### config.mk
export PLATFORM = sky130hd
export DESIGN_NAME = interleaved_sample_period_stats_flat
export DESIGN_NICKNAME = d
export VERILOG_FILES = /design/src/isps_pkg.sv /design/src/isps_if.sv /design/src/isps_front.sv /design/src/isps_queue.sv /design/src/isps_back.sv /design/src/interleaved_sample_period_stats.sv /design/src/flat_wrapper.sv
export SDC_FILE = /design/constraint.sdc
export NUM_CORES = 2
export LEC_CHECK = 0
export BUFFER_PORTS_ARGS = -buffer_cell sky130_fd_sc_hd__buf_2
export CORE_MARGIN = 2
export CORE_UTILIZATION = 50
export CTS_CLUSTER_SIZE = 10
export DETAILED_ROUTE_END_ITERATION = 10
export PLACE_DENSITY_LB_ADDON = 0.2
export SKIP_CTS_REPAIR_TIMING = 1
export SYNTH_ARGS = -nofsm -noshare
export SYNTH_HDL_FRONTEND = slang
export SYNTH_SLANG_ARGS = --single-unit
export TNS_END_PERCENT = 10
### constraint.sdc
create_clock -name clk -period 14 [get_ports clk]
set_clock_uncertainty 0.2 [all_clocks]
set_input_delay 3.5 -clock clk [delete_from_list [all_inputs] [get_ports clk]]
set_output_delay 3.5 -clock clk [all_outputs]
set_load 0.01 [all_outputs]
### src/isps_pkg.sv
// ----------------------------------------------------------------------------
// isps_pkg: shared types and constants
// Field widths, register codes, reset values and queue status for the
// interleaved sample period statistics block.
// ----------------------------------------------------------------------------
package isps_pkg;

    localparam int SAMPLE_W  = 24;
    localparam int AVG_W     = 25;
    localparam int SWING_W   = 24;
    localparam int INDEX_W   = 2;
    localparam int CFG_W     = 24;
    localparam int CFG_IDX_W = 1;

    localparam int DEF_MAX_SAMPLES = 1024;
    localparam int DEF_MAX_LAG     = 4;
    localparam int QUEUE_DEPTH     = 2;

    localparam logic [CFG_W-1:0] PEDESTAL_RST  = 24'd3145728;
    localparam logic [CFG_W-1:0] SAT_LEVEL_RST = 24'd3200000;

    typedef enum logic [CFG_IDX_W-1:0] {
        REG_PEDESTAL  = 1'b0,
        REG_SAT_LEVEL = 1'b1
    } cfg_reg_t;

    typedef enum logic {
        KIND_LAG     = 1'b0,
        KIND_CHANNEL = 1'b1
    } kind_t;

    typedef struct packed {
        logic full;
        logic avail;
    } q_status_t;

endpackage

### src/isps_if.sv
// ----------------------------------------------------------------------------
// isps_if: sample and result channels
// Valid/ready channels; a transfer happens when valid and ready are both high.
// ----------------------------------------------------------------------------
interface isps_in_if;

    logic                             valid;
    logic                             ready;
    logic [isps_pkg::SAMPLE_W-1:0]    sample;
    logic                             end_of_run;

    modport source (output valid, output sample, output end_of_run, input ready);
    modport sink   (input valid, input sample, input end_of_run, output ready);

endinterface

interface isps_out_if;

    logic                             valid;
    logic                             ready;
    logic                             kind;
    logic [isps_pkg::INDEX_W-1:0]     index;
    logic signed [isps_pkg::AVG_W-1:0] average;
    logic [isps_pkg::SWING_W-1:0]     swing;
    logic                             valid_res;
    logic                             saturated;
    logic                             final_result;

    modport source (output valid, output kind, output index, output average,
                    output swing, output valid_res, output saturated,
                    output final_result, input ready);
    modport sink   (input valid, input kind, input index, input average,
                    input swing, input valid_res, input saturated,
                    input final_result, output ready);

endinterface

### src/isps_front.sv
// ----------------------------------------------------------------------------
// isps_front: sample accumulator
// Takes one sample per cycle while the queue has room, updates lag and channel
// accumulators and pushes a finished run record into the queue at run end.
// ----------------------------------------------------------------------------
module isps_front #(
    parameter int MAX_SAMPLES = isps_pkg::DEF_MAX_SAMPLES,
    parameter int MAX_LAG     = isps_pkg::DEF_MAX_LAG,
    localparam int CNT_W      = $clog2(MAX_SAMPLES + 1),
    localparam int SUM_W      = isps_pkg::SAMPLE_W + $clog2(MAX_SAMPLES)
) (
    input  logic                                     clk,
    input  logic                                     rst_n,
    isps_in_if.sink                                  samples,
    input  isps_pkg::q_status_t                      q_status,
    output logic                                     push,
    output logic [CNT_W-1:0]                         rec_count,
    output logic [MAX_LAG-1:0][SUM_W-1:0]            rec_lag_sums,
    output logic [1:0][SUM_W-1:0]                    rec_ch_sums,
    output logic [1:0][isps_pkg::SAMPLE_W-1:0]       rec_ch_mins,
    output logic [1:0][isps_pkg::SAMPLE_W-1:0]       rec_ch_maxs
);

    localparam int SW = isps_pkg::SAMPLE_W;

    logic [SW-1:0]                  hist_reg [MAX_LAG];
    logic [SW-1:0]                  hist_next [MAX_LAG];
    logic [CNT_W-1:0]               count_reg, count_next;
    logic [MAX_LAG-1:0][SUM_W-1:0]  lag_sum_reg, lag_sum_next;
    logic [1:0][SUM_W-1:0]          ch_sum_reg, ch_sum_next;
    logic [1:0][SW-1:0]             ch_min_reg, ch_min_next;
    logic [1:0][SW-1:0]             ch_max_reg, ch_max_next;

    logic          take;
    logic          counted;
    logic          ch;
    logic [SW-1:0] x;
    logic [SW-1:0] diff;

    assign samples.ready = !q_status.full;
    assign take          = samples.valid && samples.ready;
    assign push          = take && samples.end_of_run;

    always_comb
    begin
        x            = samples.sample;
        ch           = count_reg[0];
        counted      = count_reg < CNT_W'(MAX_SAMPLES);
        diff         = '0;
        hist_next    = hist_reg;
        count_next   = count_reg;
        lag_sum_next = lag_sum_reg;
        ch_sum_next  = ch_sum_reg;
        ch_min_next  = ch_min_reg;
        ch_max_next  = ch_max_reg;
        if (counted)
        begin
            for (int k = 0; k < MAX_LAG; k++)
            begin
                if (count_reg > CNT_W'(k))
                begin
                    diff = (x >= hist_reg[k]) ? x - hist_reg[k] : hist_reg[k] - x;
                    lag_sum_next[k] = lag_sum_reg[k] + SUM_W'(diff);
                end
            end
            hist_next[0] = x;
            for (int k = 1; k < MAX_LAG; k++)
            begin
                hist_next[k] = hist_reg[k-1];
            end
            ch_sum_next[ch] = ch_sum_reg[ch] + SUM_W'(x);
            if (x < ch_min_reg[ch])
            begin
                ch_min_next[ch] = x;
            end
            if (x > ch_max_reg[ch])
            begin
                ch_max_next[ch] = x;
            end
            count_next = count_reg + CNT_W'(1);
        end
    end

    assign rec_count    = count_next;
    assign rec_lag_sums = lag_sum_next;
    assign rec_ch_sums  = ch_sum_next;
    assign rec_ch_mins  = ch_min_next;
    assign rec_ch_maxs  = ch_max_next;

    always_ff @(posedge clk)
    begin
        if (take)
        begin
            hist_reg <= hist_next;
        end
    end

    always_ff @(posedge clk or negedge rst_n)
    begin
        if (!rst_n)
        begin
            count_reg   <= '0;
            lag_sum_reg <= '0;
            ch_sum_reg  <= '0;
            ch_min_reg  <= '1;
            ch_max_reg  <= '0;
        end
        else if (take)
        begin
            if (samples.end_of_run)
            begin
                // clear for the next run
                count_reg   <= '0;
                lag_sum_reg <= '0;
                ch_sum_reg  <= '0;
                ch_min_reg  <= '1;
                ch_max_reg  <= '0;
            end
            else
            begin
                count_reg   <= count_next;
                lag_sum_reg <= lag_sum_next;
                ch_sum_reg  <= ch_sum_next;
                ch_min_reg  <= ch_min_next;
                ch_max_reg  <= ch_max_next;
            end
        end
    end

endmodule

### src/isps_queue.sv
// ----------------------------------------------------------------------------
// isps_queue: run record queue
// Short register FIFO that holds finished run records for the back end.
// ----------------------------------------------------------------------------
module isps_queue #(
    parameter int WIDTH  = 8,
    parameter int DEPTH  = isps_pkg::QUEUE_DEPTH,
    localparam int PTR_W  = (DEPTH > 1) ? $clog2(DEPTH) : 1,
    localparam int FILL_W = $clog2(DEPTH + 1)
) (
    input  logic                clk,
    input  logic                rst_n,
    input  logic                push,
    input  logic [WIDTH-1:0]    wdata,
    input  logic                pop,
    output logic [WIDTH-1:0]    rdata,
    output isps_pkg::q_status_t status
);

    logic [WIDTH-1:0]  slot_reg [DEPTH];
    logic [PTR_W-1:0]  wr_ptr_reg, wr_ptr_next;
    logic [PTR_W-1:0]  rd_ptr_reg, rd_ptr_next;
    logic [FILL_W-1:0] fill_reg, fill_next;

    assign status.full  = fill_reg == FILL_W'(DEPTH);
    assign status.avail = fill_reg != '0;
    assign rdata        = slot_reg[rd_ptr_reg];

    always_comb
    begin
        wr_ptr_next = wr_ptr_reg;
        rd_ptr_next = rd_ptr_reg;
        fill_next   = fill_reg;
        if (push)
        begin
            wr_ptr_next = (wr_ptr_reg == PTR_W'(DEPTH - 1)) ? '0 : wr_ptr_reg + PTR_W'(1);
        end
        if (pop)
        begin
            rd_ptr_next = (rd_ptr_reg == PTR_W'(DEPTH - 1)) ? '0 : rd_ptr_reg + PTR_W'(1);
        end
        if (push && !pop)
        begin
            fill_next = fill_reg + FILL_W'(1);
        end
        else if (pop && !push)
        begin
            fill_next = fill_reg - FILL_W'(1);
        end
    end

    always_ff @(posedge clk)
    begin
        if (push)
        begin
            slot_reg[wr_ptr_reg] <= wdata;
        end
    end

    always_ff @(posedge clk or negedge rst_n)
    begin
        if (!rst_n)
        begin
            wr_ptr_reg <= '0;
            rd_ptr_reg <= '0;
            fill_reg   <= '0;
        end
        else
        begin
            wr_ptr_reg <= wr_ptr_next;
            rd_ptr_reg <= rd_ptr_next;
            fill_reg   <= fill_next;
        end
    end

endmodule

### src/isps_back.sv
// ----------------------------------------------------------------------------
// isps_back: result sequencer
// Walks the lag and channel results of one run record, divides each sum by
// its term count one quotient bit per cycle and hands the result out.
// ----------------------------------------------------------------------------
module isps_back #(
    parameter int MAX_SAMPLES = isps_pkg::DEF_MAX_SAMPLES,
    parameter int MAX_LAG     = isps_pkg::DEF_MAX_LAG,
    localparam int CNT_W      = $clog2(MAX_SAMPLES + 1),
    localparam int SUM_W      = isps_pkg::SAMPLE_W + $clog2(MAX_SAMPLES)
) (
    input  logic                                     clk,
    input  logic                                     rst_n,
    input  logic                                     cfg_write,
    input  logic [isps_pkg::CFG_IDX_W-1:0]           cfg_index,
    input  logic [isps_pkg::CFG_W-1:0]               cfg_data,
    input  isps_pkg::q_status_t                      q_status,
    output logic                                     pop,
    input  logic [CNT_W-1:0]                         rec_count,
    input  logic [MAX_LAG-1:0][SUM_W-1:0]            rec_lag_sums,
    input  logic [1:0][SUM_W-1:0]                    rec_ch_sums,
    input  logic [1:0][isps_pkg::SAMPLE_W-1:0]       rec_ch_mins,
    input  logic [1:0][isps_pkg::SAMPLE_W-1:0]       rec_ch_maxs,
    isps_out_if.source                               results
);

    localparam int SW        = isps_pkg::SAMPLE_W;
    localparam int AW        = isps_pkg::AVG_W;
    localparam int RES_W     = $clog2(MAX_LAG + 2);
    localparam int LAG_IDX_W = (MAX_LAG > 1) ? $clog2(MAX_LAG) : 1;
    localparam int STEP_W    = $clog2(SUM_W + 1);

    typedef enum logic [1:0] {
        S_IDLE,
        S_SETUP,
        S_DIV,
        S_EMIT
    } state_t;

    state_t                        state_reg, state_next;
    logic [RES_W-1:0]              res_reg, res_next;
    logic [SUM_W-1:0]              quo_reg, quo_next;
    logic [CNT_W-1:0]              rem_reg, rem_next;
    logic [CNT_W-1:0]              div_reg, div_next;
    logic [STEP_W-1:0]             step_reg, step_next;
    logic                          empty_reg, empty_next;
    logic [isps_pkg::CFG_W-1:0]    pedestal_reg;
    logic [isps_pkg::CFG_W-1:0]    sat_level_reg;

    logic                          out_valid_reg, out_valid_next;
    logic                          kind_reg, kind_next;
    logic [isps_pkg::INDEX_W-1:0]  index_reg, index_next;
    logic signed [AW-1:0]          average_reg, average_next;
    logic [isps_pkg::SWING_W-1:0]  swing_reg, swing_next;
    logic                          valid_res_reg, valid_res_next;
    logic                          saturated_reg, saturated_next;
    logic                          final_reg, final_next;

    logic                 is_lag;
    logic                 last_res;
    logic                 ch;
    logic                 emit_ok;
    logic                 ge;
    logic [LAG_IDX_W-1:0] lag_idx;
    logic [CNT_W-1:0]     lag_len;
    logic [CNT_W-1:0]     divisor;
    logic [SUM_W-1:0]     dividend;
    logic [CNT_W:0]       trial;
    logic [CNT_W:0]       trial_sub;
    logic [SW-1:0]        q24;

    always_comb
    begin
        is_lag    = res_reg < RES_W'(MAX_LAG);
        last_res  = res_reg == RES_W'(MAX_LAG + 1);
        ch        = res_reg != RES_W'(MAX_LAG);
        lag_idx   = res_reg[LAG_IDX_W-1:0];
        lag_len   = CNT_W'(res_reg) + CNT_W'(1);
        emit_ok   = !out_valid_reg || results.ready;
        trial     = {rem_reg, quo_reg[SUM_W-1]};
        ge        = trial >= {1'b0, div_reg};
        trial_sub = trial - {1'b0, div_reg};
        q24       = quo_reg[SW-1:0];
        if (is_lag)
        begin
            dividend = rec_lag_sums[lag_idx];
            divisor  = (rec_count > lag_len) ? rec_count - lag_len : '0;
        end
        else
        begin
            dividend = rec_ch_sums[ch];
            divisor  = ch ? (rec_count >> 1)
                          : (rec_count >> 1) + CNT_W'(rec_count[0]);
        end
    end

    always_comb
    begin
        state_next     = state_reg;
        res_next       = res_reg;
        quo_next       = quo_reg;
        rem_next       = rem_reg;
        div_next       = div_reg;
        step_next      = step_reg;
        empty_next     = empty_reg;
        pop            = 1'b0;
        out_valid_next = out_valid_reg && !results.ready;
        kind_next      = kind_reg;
        index_next     = index_reg;
        average_next   = average_reg;
        swing_next     = swing_reg;
        valid_res_next = valid_res_reg;
        saturated_next = saturated_reg;
        final_next     = final_reg;
        case (state_reg)
            S_IDLE:
            begin
                if (q_status.avail)
                begin
                    res_next   = '0;
                    state_next = S_SETUP;
                end
            end
            S_SETUP:
            begin
                div_next   = divisor;
                quo_next   = dividend;
                rem_next   = '0;
                step_next  = STEP_W'(SUM_W);
                empty_next = divisor == '0;
                state_next = (divisor == '0) ? S_EMIT : S_DIV;
            end
            S_DIV:
            begin
                rem_next  = ge ? trial_sub[CNT_W-1:0] : trial[CNT_W-1:0];
                quo_next  = {quo_reg[SUM_W-2:0], ge};
                step_next = step_reg - STEP_W'(1);
                if (step_reg == STEP_W'(1))
                begin
                    state_next = S_EMIT;
                end
            end
            S_EMIT:
            begin
                if (emit_ok)
                begin
                    out_valid_next = 1'b1;
                    valid_res_next = !empty_reg;
                    final_next     = last_res;
                    if (is_lag)
                    begin
                        kind_next      = isps_pkg::KIND_LAG;
                        index_next     = res_reg[isps_pkg::INDEX_W-1:0];
                        average_next   = empty_reg ? '0 : AW'(q24);
                        swing_next     = '0;
                        saturated_next = 1'b0;
                    end
                    else
                    begin
                        kind_next    = isps_pkg::KIND_CHANNEL;
                        index_next   = isps_pkg::INDEX_W'(ch);
                        average_next = empty_reg ? '0
                                     : $signed({1'b0, q24}) - $signed({1'b0, pedestal_reg});
                        swing_next   = empty_reg ? '0 : rec_ch_maxs[ch] - rec_ch_mins[ch];
                        saturated_next = !empty_reg &&
                            ((q24 > sat_level_reg) ||
                             ((q24 == sat_level_reg) && (rem_reg != '0)));
                    end
                    if (last_res)
                    begin
                        pop        = 1'b1;
                        state_next = S_IDLE;
                    end
                    else
                    begin
                        res_next   = res_reg + RES_W'(1);
                        state_next = S_SETUP;
                    end
                end
            end
            default:
            begin
                state_next = S_IDLE;
            end
        endcase
    end

    always_ff @(posedge clk or negedge rst_n)
    begin
        if (!rst_n)
        begin
            pedestal_reg  <= isps_pkg::PEDESTAL_RST;
            sat_level_reg <= isps_pkg::SAT_LEVEL_RST;
        end
        else if (cfg_write)
        begin
            case (isps_pkg::cfg_reg_t'(cfg_index))
                isps_pkg::REG_PEDESTAL:  pedestal_reg  <= cfg_data;
                isps_pkg::REG_SAT_LEVEL: sat_level_reg <= cfg_data;
                default:                 pedestal_reg  <= pedestal_reg;
            endcase
        end
    end

    always_ff @(posedge clk or negedge rst_n)
    begin
        if (!rst_n)
        begin
            state_reg     <= S_IDLE;
            res_reg       <= '0;
            quo_reg       <= '0;
            rem_reg       <= '0;
            div_reg       <= '0;
            step_reg      <= '0;
            empty_reg     <= 1'b0;
            out_valid_reg <= 1'b0;
            kind_reg      <= 1'b0;
            index_reg     <= '0;
            average_reg   <= '0;
            swing_reg     <= '0;
            valid_res_reg <= 1'b0;
            saturated_reg <= 1'b0;
            final_reg     <= 1'b0;
        end
        else
        begin
            state_reg     <= state_next;
            res_reg       <= res_next;
            quo_reg       <= quo_next;
            rem_reg       <= rem_next;
            div_reg       <= div_next;
            step_reg      <= step_next;
            empty_reg     <= empty_next;
            out_valid_reg <= out_valid_next;
            kind_reg      <= kind_next;
            index_reg     <= index_next;
            average_reg   <= average_next;
            swing_reg     <= swing_next;
            valid_res_reg <= valid_res_next;
            saturated_reg <= saturated_next;
            final_reg     <= final_next;
        end
    end

    assign results.valid        = out_valid_reg;
    assign results.kind         = kind_reg;
    assign results.index        = index_reg;
    assign results.average      = average_reg;
    assign results.swing        = swing_reg;
    assign results.valid_res    = valid_res_reg;
    assign results.saturated    = saturated_reg;
    assign results.final_result = final_reg;

endmodule

### src/interleaved_sample_period_stats.sv
// ----------------------------------------------------------------------------
// interleaved_sample_period_stats: lag difference and channel statistics
// Samples arrive on the samples channel, one transfer per cycle while the
// queue has room, the last sample of a run flagged by end_of_run. For lags
// 1 to MAX_LAG the block sums absolute differences; for the even and odd
// channels it keeps sum, minimum and maximum. Samples past MAX_SAMPLES in a
// run are dropped. On the last sample the run record moves into a two-entry
// queue and the accumulators clear, so the next run can start as soon as the
// queue has room. The back end then emits MAX_LAG lag results and two
// channel results on the results channel, final_result set on the last one.
// Each result is set up, divided by the bit-serial divider over SUM_W
// quotient bits (SUM_W = 24 + clog2(MAX_SAMPLES)) and emitted; a result with
// no terms skips the division. samples.ready drops only while two finished
// runs wait in the queue. A stalled receiver holds the output register;
// division of the next result continues behind it. Reset clears the
// accumulators, the queue and the output, and loads the register reset
// values. Write pedestal and saturation_level through cfg_write/cfg_index/
// cfg_data while idle.
// ----------------------------------------------------------------------------
module interleaved_sample_period_stats #(
    parameter int MAX_SAMPLES = isps_pkg::DEF_MAX_SAMPLES,
    parameter int MAX_LAG     = isps_pkg::DEF_MAX_LAG
) (
    input  logic                              clk,
    input  logic                              rst_n,
    isps_in_if.sink                           samples,
    isps_out_if.source                        results,
    input  logic                              cfg_write,
    input  logic [isps_pkg::CFG_IDX_W-1:0]    cfg_index,
    input  logic [isps_pkg::CFG_W-1:0]        cfg_data
);

    localparam int SW    = isps_pkg::SAMPLE_W;
    localparam int CNT_W = $clog2(MAX_SAMPLES + 1);
    localparam int SUM_W = SW + $clog2(MAX_SAMPLES);
    localparam int REC_W = CNT_W + (MAX_LAG + 2) * SUM_W + 4 * SW;

    isps_pkg::q_status_t q_status;
    logic                push;
    logic                pop;
    logic [REC_W-1:0]    q_wdata;
    logic [REC_W-1:0]    q_rdata;

    logic [CNT_W-1:0]              f_count,    b_count;
    logic [MAX_LAG-1:0][SUM_W-1:0] f_lag_sums, b_lag_sums;
    logic [1:0][SUM_W-1:0]         f_ch_sums,  b_ch_sums;
    logic [1:0][SW-1:0]            f_ch_mins,  b_ch_mins;
    logic [1:0][SW-1:0]            f_ch_maxs,  b_ch_maxs;

    isps_front #(
        .MAX_SAMPLES (MAX_SAMPLES),
        .MAX_LAG     (MAX_LAG)
    ) u_front (
        .clk          (clk),
        .rst_n        (rst_n),
        .samples      (samples),
        .q_status     (q_status),
        .push         (push),
        .rec_count    (f_count),
        .rec_lag_sums (f_lag_sums),
        .rec_ch_sums  (f_ch_sums),
        .rec_ch_mins  (f_ch_mins),
        .rec_ch_maxs  (f_ch_maxs)
    );

    assign q_wdata = {f_count, f_lag_sums, f_ch_sums, f_ch_mins, f_ch_maxs};

    isps_queue #(
        .WIDTH (REC_W),
        .DEPTH (isps_pkg::QUEUE_DEPTH)
    ) u_queue (
        .clk    (clk),
        .rst_n  (rst_n),
        .push   (push),
        .wdata  (q_wdata),
        .pop    (pop),
        .rdata  (q_rdata),
        .status (q_status)
    );

    assign {b_count, b_lag_sums, b_ch_sums, b_ch_mins, b_ch_maxs} = q_rdata;

    isps_back #(
        .MAX_SAMPLES (MAX_SAMPLES),
        .MAX_LAG     (MAX_LAG)
    ) u_back (
        .clk          (clk),
        .rst_n        (rst_n),
        .cfg_write    (cfg_write),
        .cfg_index    (cfg_index),
        .cfg_data     (cfg_data),
        .q_status     (q_status),
        .pop          (pop),
        .rec_count    (b_count),
        .rec_lag_sums (b_lag_sums),
        .rec_ch_sums  (b_ch_sums),
        .rec_ch_mins  (b_ch_mins),
        .rec_ch_maxs  (b_ch_maxs),
        .results      (results)
    );

endmodule

### src/flat_wrapper.sv
// flat-port wrapper written by rule: the top's interface ports become plain ports
module interleaved_sample_period_stats_flat 
#(
    parameter int MAX_SAMPLES = isps_pkg::DEF_MAX_SAMPLES,
    parameter int MAX_LAG     = isps_pkg::DEF_MAX_LAG
)
  (clk, rst_n, cfg_write, cfg_index, cfg_data, samples_valid, samples_sample, samples_end_of_run, samples_ready, results_valid, results_kind, results_index, results_average, results_swing, results_valid_res, results_saturated, results_final_result, results_ready);
  isps_in_if samples_i ();
  isps_out_if results_i ();
  input  logic clk;
  input  logic rst_n;
  input  logic cfg_write;
  input  logic [isps_pkg::CFG_IDX_W-1:0] cfg_index;
  input  logic [isps_pkg::CFG_W-1:0] cfg_data;
  input wire logic [$bits(samples_i.valid)-1:0] samples_valid;
  input wire logic [$bits(samples_i.sample)-1:0] samples_sample;
  input wire logic [$bits(samples_i.end_of_run)-1:0] samples_end_of_run;
  output wire logic [$bits(samples_i.ready)-1:0] samples_ready;
  output wire logic [$bits(results_i.valid)-1:0] results_valid;
  output wire logic [$bits(results_i.kind)-1:0] results_kind;
  output wire logic [$bits(results_i.index)-1:0] results_index;
  output wire logic [$bits(results_i.average)-1:0] results_average;
  output wire logic [$bits(results_i.swing)-1:0] results_swing;
  output wire logic [$bits(results_i.valid_res)-1:0] results_valid_res;
  output wire logic [$bits(results_i.saturated)-1:0] results_saturated;
  output wire logic [$bits(results_i.final_result)-1:0] results_final_result;
  input wire logic [$bits(results_i.ready)-1:0] results_ready;
  assign samples_i.valid = samples_valid;
  assign samples_i.sample = samples_sample;
  assign samples_i.end_of_run = samples_end_of_run;
  assign samples_ready = samples_i.ready;
  assign results_valid = results_i.valid;
  assign results_kind = results_i.kind;
  assign results_index = results_i.index;
  assign results_average = results_i.average;
  assign results_swing = results_i.swing;
  assign results_valid_res = results_i.valid_res;
  assign results_saturated = results_i.saturated;
  assign results_final_result = results_i.final_result;
  assign results_i.ready = results_ready;
  interleaved_sample_period_stats #(.MAX_SAMPLES(MAX_SAMPLES), .MAX_LAG(MAX_LAG)) u_core (.clk(clk), .rst_n(rst_n), .samples(samples_i), .results(results_i), .cfg_write(cfg_write), .cfg_index(cfg_index), .cfg_data(cfg_data));
endmodule
==> results by group <==
Die
  – Die ar.: 144000 sq um
  – Initial core utilization: 50.4%
  – Site Rows: 137
  – IO Pins: 112
  – Core Box Area: 140000 sq um
  – Die H: 379 um
  – Die width: 379 um

Layout
  – Layout cells sized above 1: 13.0%
  – Fill cells: 11.8k
  – Layout area overhead: 9.96%
  – Final net count: 6958
  – Util after Layout: 55.4%
  – Commonest non-fill, non-tap cell in the layout: edfxtp_1
  – Max FFs per register: 622
  – Most frequent cells in the layout: 718 x edfxtp_1, 684 x nand2_1, 454 x ha_1, 428 x o21ai_0, 427 x dfrtp_1

Worst setup path
  – Worst setup path start: samples_sample[1]
  – Critical path buffers and inverters: 4
  – WP depth: 25
  – R2R Path Start: u_core.u_front.hist_reg[91]
  – Crit path DAT: 10.55 ns
  – CP Capture Type: flip-flop
  – Worst reg-to-reg path cell count: 19
  – Crit path largest cell delay: 0.56 ns
  – CP dominant cell by count: a21oi_1
  – CP max FO: 23
  – Reg2reg end: u_core.u_queue.slot_reg[1][189]
  – Worst setup endpoint: u_core.u_front.lag_sum_reg[134]
  – Top Family by Delay on Critical Path: compound AO/OA/AOI/OAI gates
  – Setup slack, reg-to-reg: 6.89 ns
  – Crit path launch type: input port
  – WP data required: 14.44 ns
  – Crit path kind: in -> reg
  – Crit-path slowest cell: o21a_2

Timing
  – Final setup viols: 0
  – Final Max Slew Viols: 0
  – Hold Vio Cnt, Final: 0
  – Slew margin rel.: 15.1%
  – RSZ-0062 raised after global routing: no
  – Sum of negative setup slack: 0 ns
  – Tcrit/Tclk final: 72.2%
  – Worst slew pin tran: 1.27 ns
  – Fmax: 98.9 MHz
  – Fin crit period: 10.11 ns

Synthesis
  – Sequential fraction of the synthesis area: 48.0%
  – Seq cells post-synth: 1205
  – Syn_nets: 6927
  – Cells after Synth: 6399
  – Leading area contributor after synthesis: edfxtp_1
  – Most used DFF post-synth: edfxtp_1
  – Post-synth ARST share: 40.4%
  – Top-area cell type share of the netlist area: 30.6%
  – YS warnings: 0
  – Mapped cell area: 70400 sq um
  – Post-synth EDFFs: 718
  – Post-synthesis cell type count: 104
  – Mean Syn Cell Area: 11.0 sq um
  – Top post-synthesis cells by area: edfxtp_1 31%, dfrtp_1 15%, ha_1 8.1%

CTS
  – Root Driver: clkbuf_16
  – Clock sinks: 1205
  – Clock latency on the worst-skew pair: 0.80 ns
  – Clock transition at path regs: 0.06 ns
  – Num CTS Buffers: 146
  – Clock buffer depth: 3
  – TritonCTS clock tree: done
  – Clock H-tree levels: 4

Detailed routing
  – Via count of the routed design: 51.0k
  – Drt pass-1 iters: 6
  – DRC violations left: 0
  – ANT nets after route: 0
  – DR iter-0 viols: 4377
  – Final wirelength: 195000 um
  – Vias per inst: 6.06
  – Drt wl/cell: 23.1 um

Place
  – Hpwl dp: 138000 um
  – RD Place Congestion: 0.938
  – Port Buffer Count: 111

Global routing
  – Total grt overflow: 0
  – Number of global-route vias before repair: 49.4k
  – Initial antenna violation count: 8
  – Global-route wire length before repair: 298000 um
  – Gr usage total: 27.1%
  – Largest net degree at the start of global routing: 138

Power and ir drop
  – Leakage power: 31.9 nW
  – Pwr per Cell Area: 230 nW/um^2
  – Peak VDD IR: 0.145 mV

Job
  – Max Cap Violations: 0

Run status
  – Outcome: complete, no violations

Worst hold path
  – Worst Hold Class: reg -> reg
## cell usage after synthesis, types with 14 or more instances
cell and count:
edfxtp_1 718, nand2_1 688, ha_1 456, dfrtp_1 431
o21ai_0 428, nor2_1 393, a21oi_1 363, inv_1 329
clkbuf_1 230, xnor2_1 197, mux2_2 178, mux2i_1 165
a21o_1 160, a22o_1 160, mux4_2 148, nor3_1 147
xor2_1 126, nand3_1 91, a211oi_1 74, nor2b_1 65
nand4_1 57, dfstp_2 56, o21a_1 53, buf_2 49
nand2b_1 45, and3_1 39, a311oi_1 36, a21boi_0 31
buf_1 31, a31oi_1 29, o21bai_1 28, o211ai_1 27
o31ai_1 27, o221ai_1 21, a221o_1 17, fa_1 17
nor4_1 17, or3_1 17, and4_1 15, and2_1 14
o21ai_1 14, o22ai_1 14, or2_2 14
## metrics by stage
| step | cell area, sq um | power (mW) | std cells | setup slack, ns | hold slack [ns] |
|---|---|---|---|---|---|
| final | 77400 | 17.8 | 8428 | 3.89 | 0.259 |
| after global routing | 77400 | 18.9 | 8426 | 3.44 | 0.272 |
| after CTS | 77400 | 17.7 | 8426 | 4.05 | 0.259 |
| after detailed placement | 72900 | 14.1 | 8158 | 3.22 | 0.255 |
| after global placement | 72900 | 13.9 | 8158 | 3.22 | 0.254 |
| after floorplan | 70400 | 11.7 | 6399 | 1.28 | 0.226 |
## routing by layer
layer,share of wire (%),up-vias,global-route usage [%]
met1,44,25400,37.5
li1,-,23700,-
met5,0.025,-,0
met2,47,1638,43.4
met4,3.3,6,9.43
met3,6.1,285,3.96
## where the power goes
| group | leakage (nW) | internal (mW) | switching [mW] |
|---|---|---|---|
| registers | 12.8 | 5.14 | 0.611 |
| logic | 16.8 | 3.21 | 5.21 |
| clock network | 2.17 | 2.08 | 1.52 |
## kinds of logic (layout without fill, tap and decap cells)
group,after synthesis,in the layout,synth area share [%]
muxes,496,496,10.0
DFF,1205,1205,48.0
other,0,2,0
xor gates and xnor gates,324,324,4.04
buffers and inverters,651,802,3.63
AOI/OAI and AO/OA,1619,1619,15.3
and+or+nand+nor,1631,1631,10.4
adders and majority gates,473,473,8.59
## area by class of cell
type / instances / area [sq um] / area share, %
Tap cell: 1876 / 2350 / 3.03
Antenna cell: 2 / 5.00 / 0.00646
Multi-Input combinational cell: 4543 / 34100 / 44.1
Inverter: 330 / 1240 / 1.60
Sequential cell: 1205 / 33800 / 43.7
Clock inverter: 24 / 318 / 0.411
Timing Repair Buffer: 204 / 1310 / 1.69
Clock buffer: 244 / 4230 / 5.46
## worst reg2reg max path: cells and delay by family, from the launching register on
family          cells  cell delay, ns
buf+inv             1            0.34
compound gates     10            3.53
simple gates        4            1.06
xor+xnor            2            0.40
flops               1            0.43
fa+ha+maj           2            0.87
## worst min path at each step
stage                                        to  cells after the start                   startpoint  slack, ns
CTS                 u_core.u_front.hist_reg[47]                      0  u_core.u_front.hist_reg[71]       0.26
detailed placement  u_core.u_front.hist_reg[47]                      0  u_core.u_front.hist_reg[71]       0.25
global placement    u_core.u_front.hist_reg[47]                      0  u_core.u_front.hist_reg[71]       0.25
global route        u_core.u_front.hist_reg[47]                      0  u_core.u_front.hist_reg[71]       0.27
finish              u_core.u_front.hist_reg[47]                      0  u_core.u_front.hist_reg[71]       0.26
floorplan           u_core.u_front.hist_reg[23]                      0  u_core.u_front.hist_reg[47]       0.23
(Power assumes the default switching activity.)
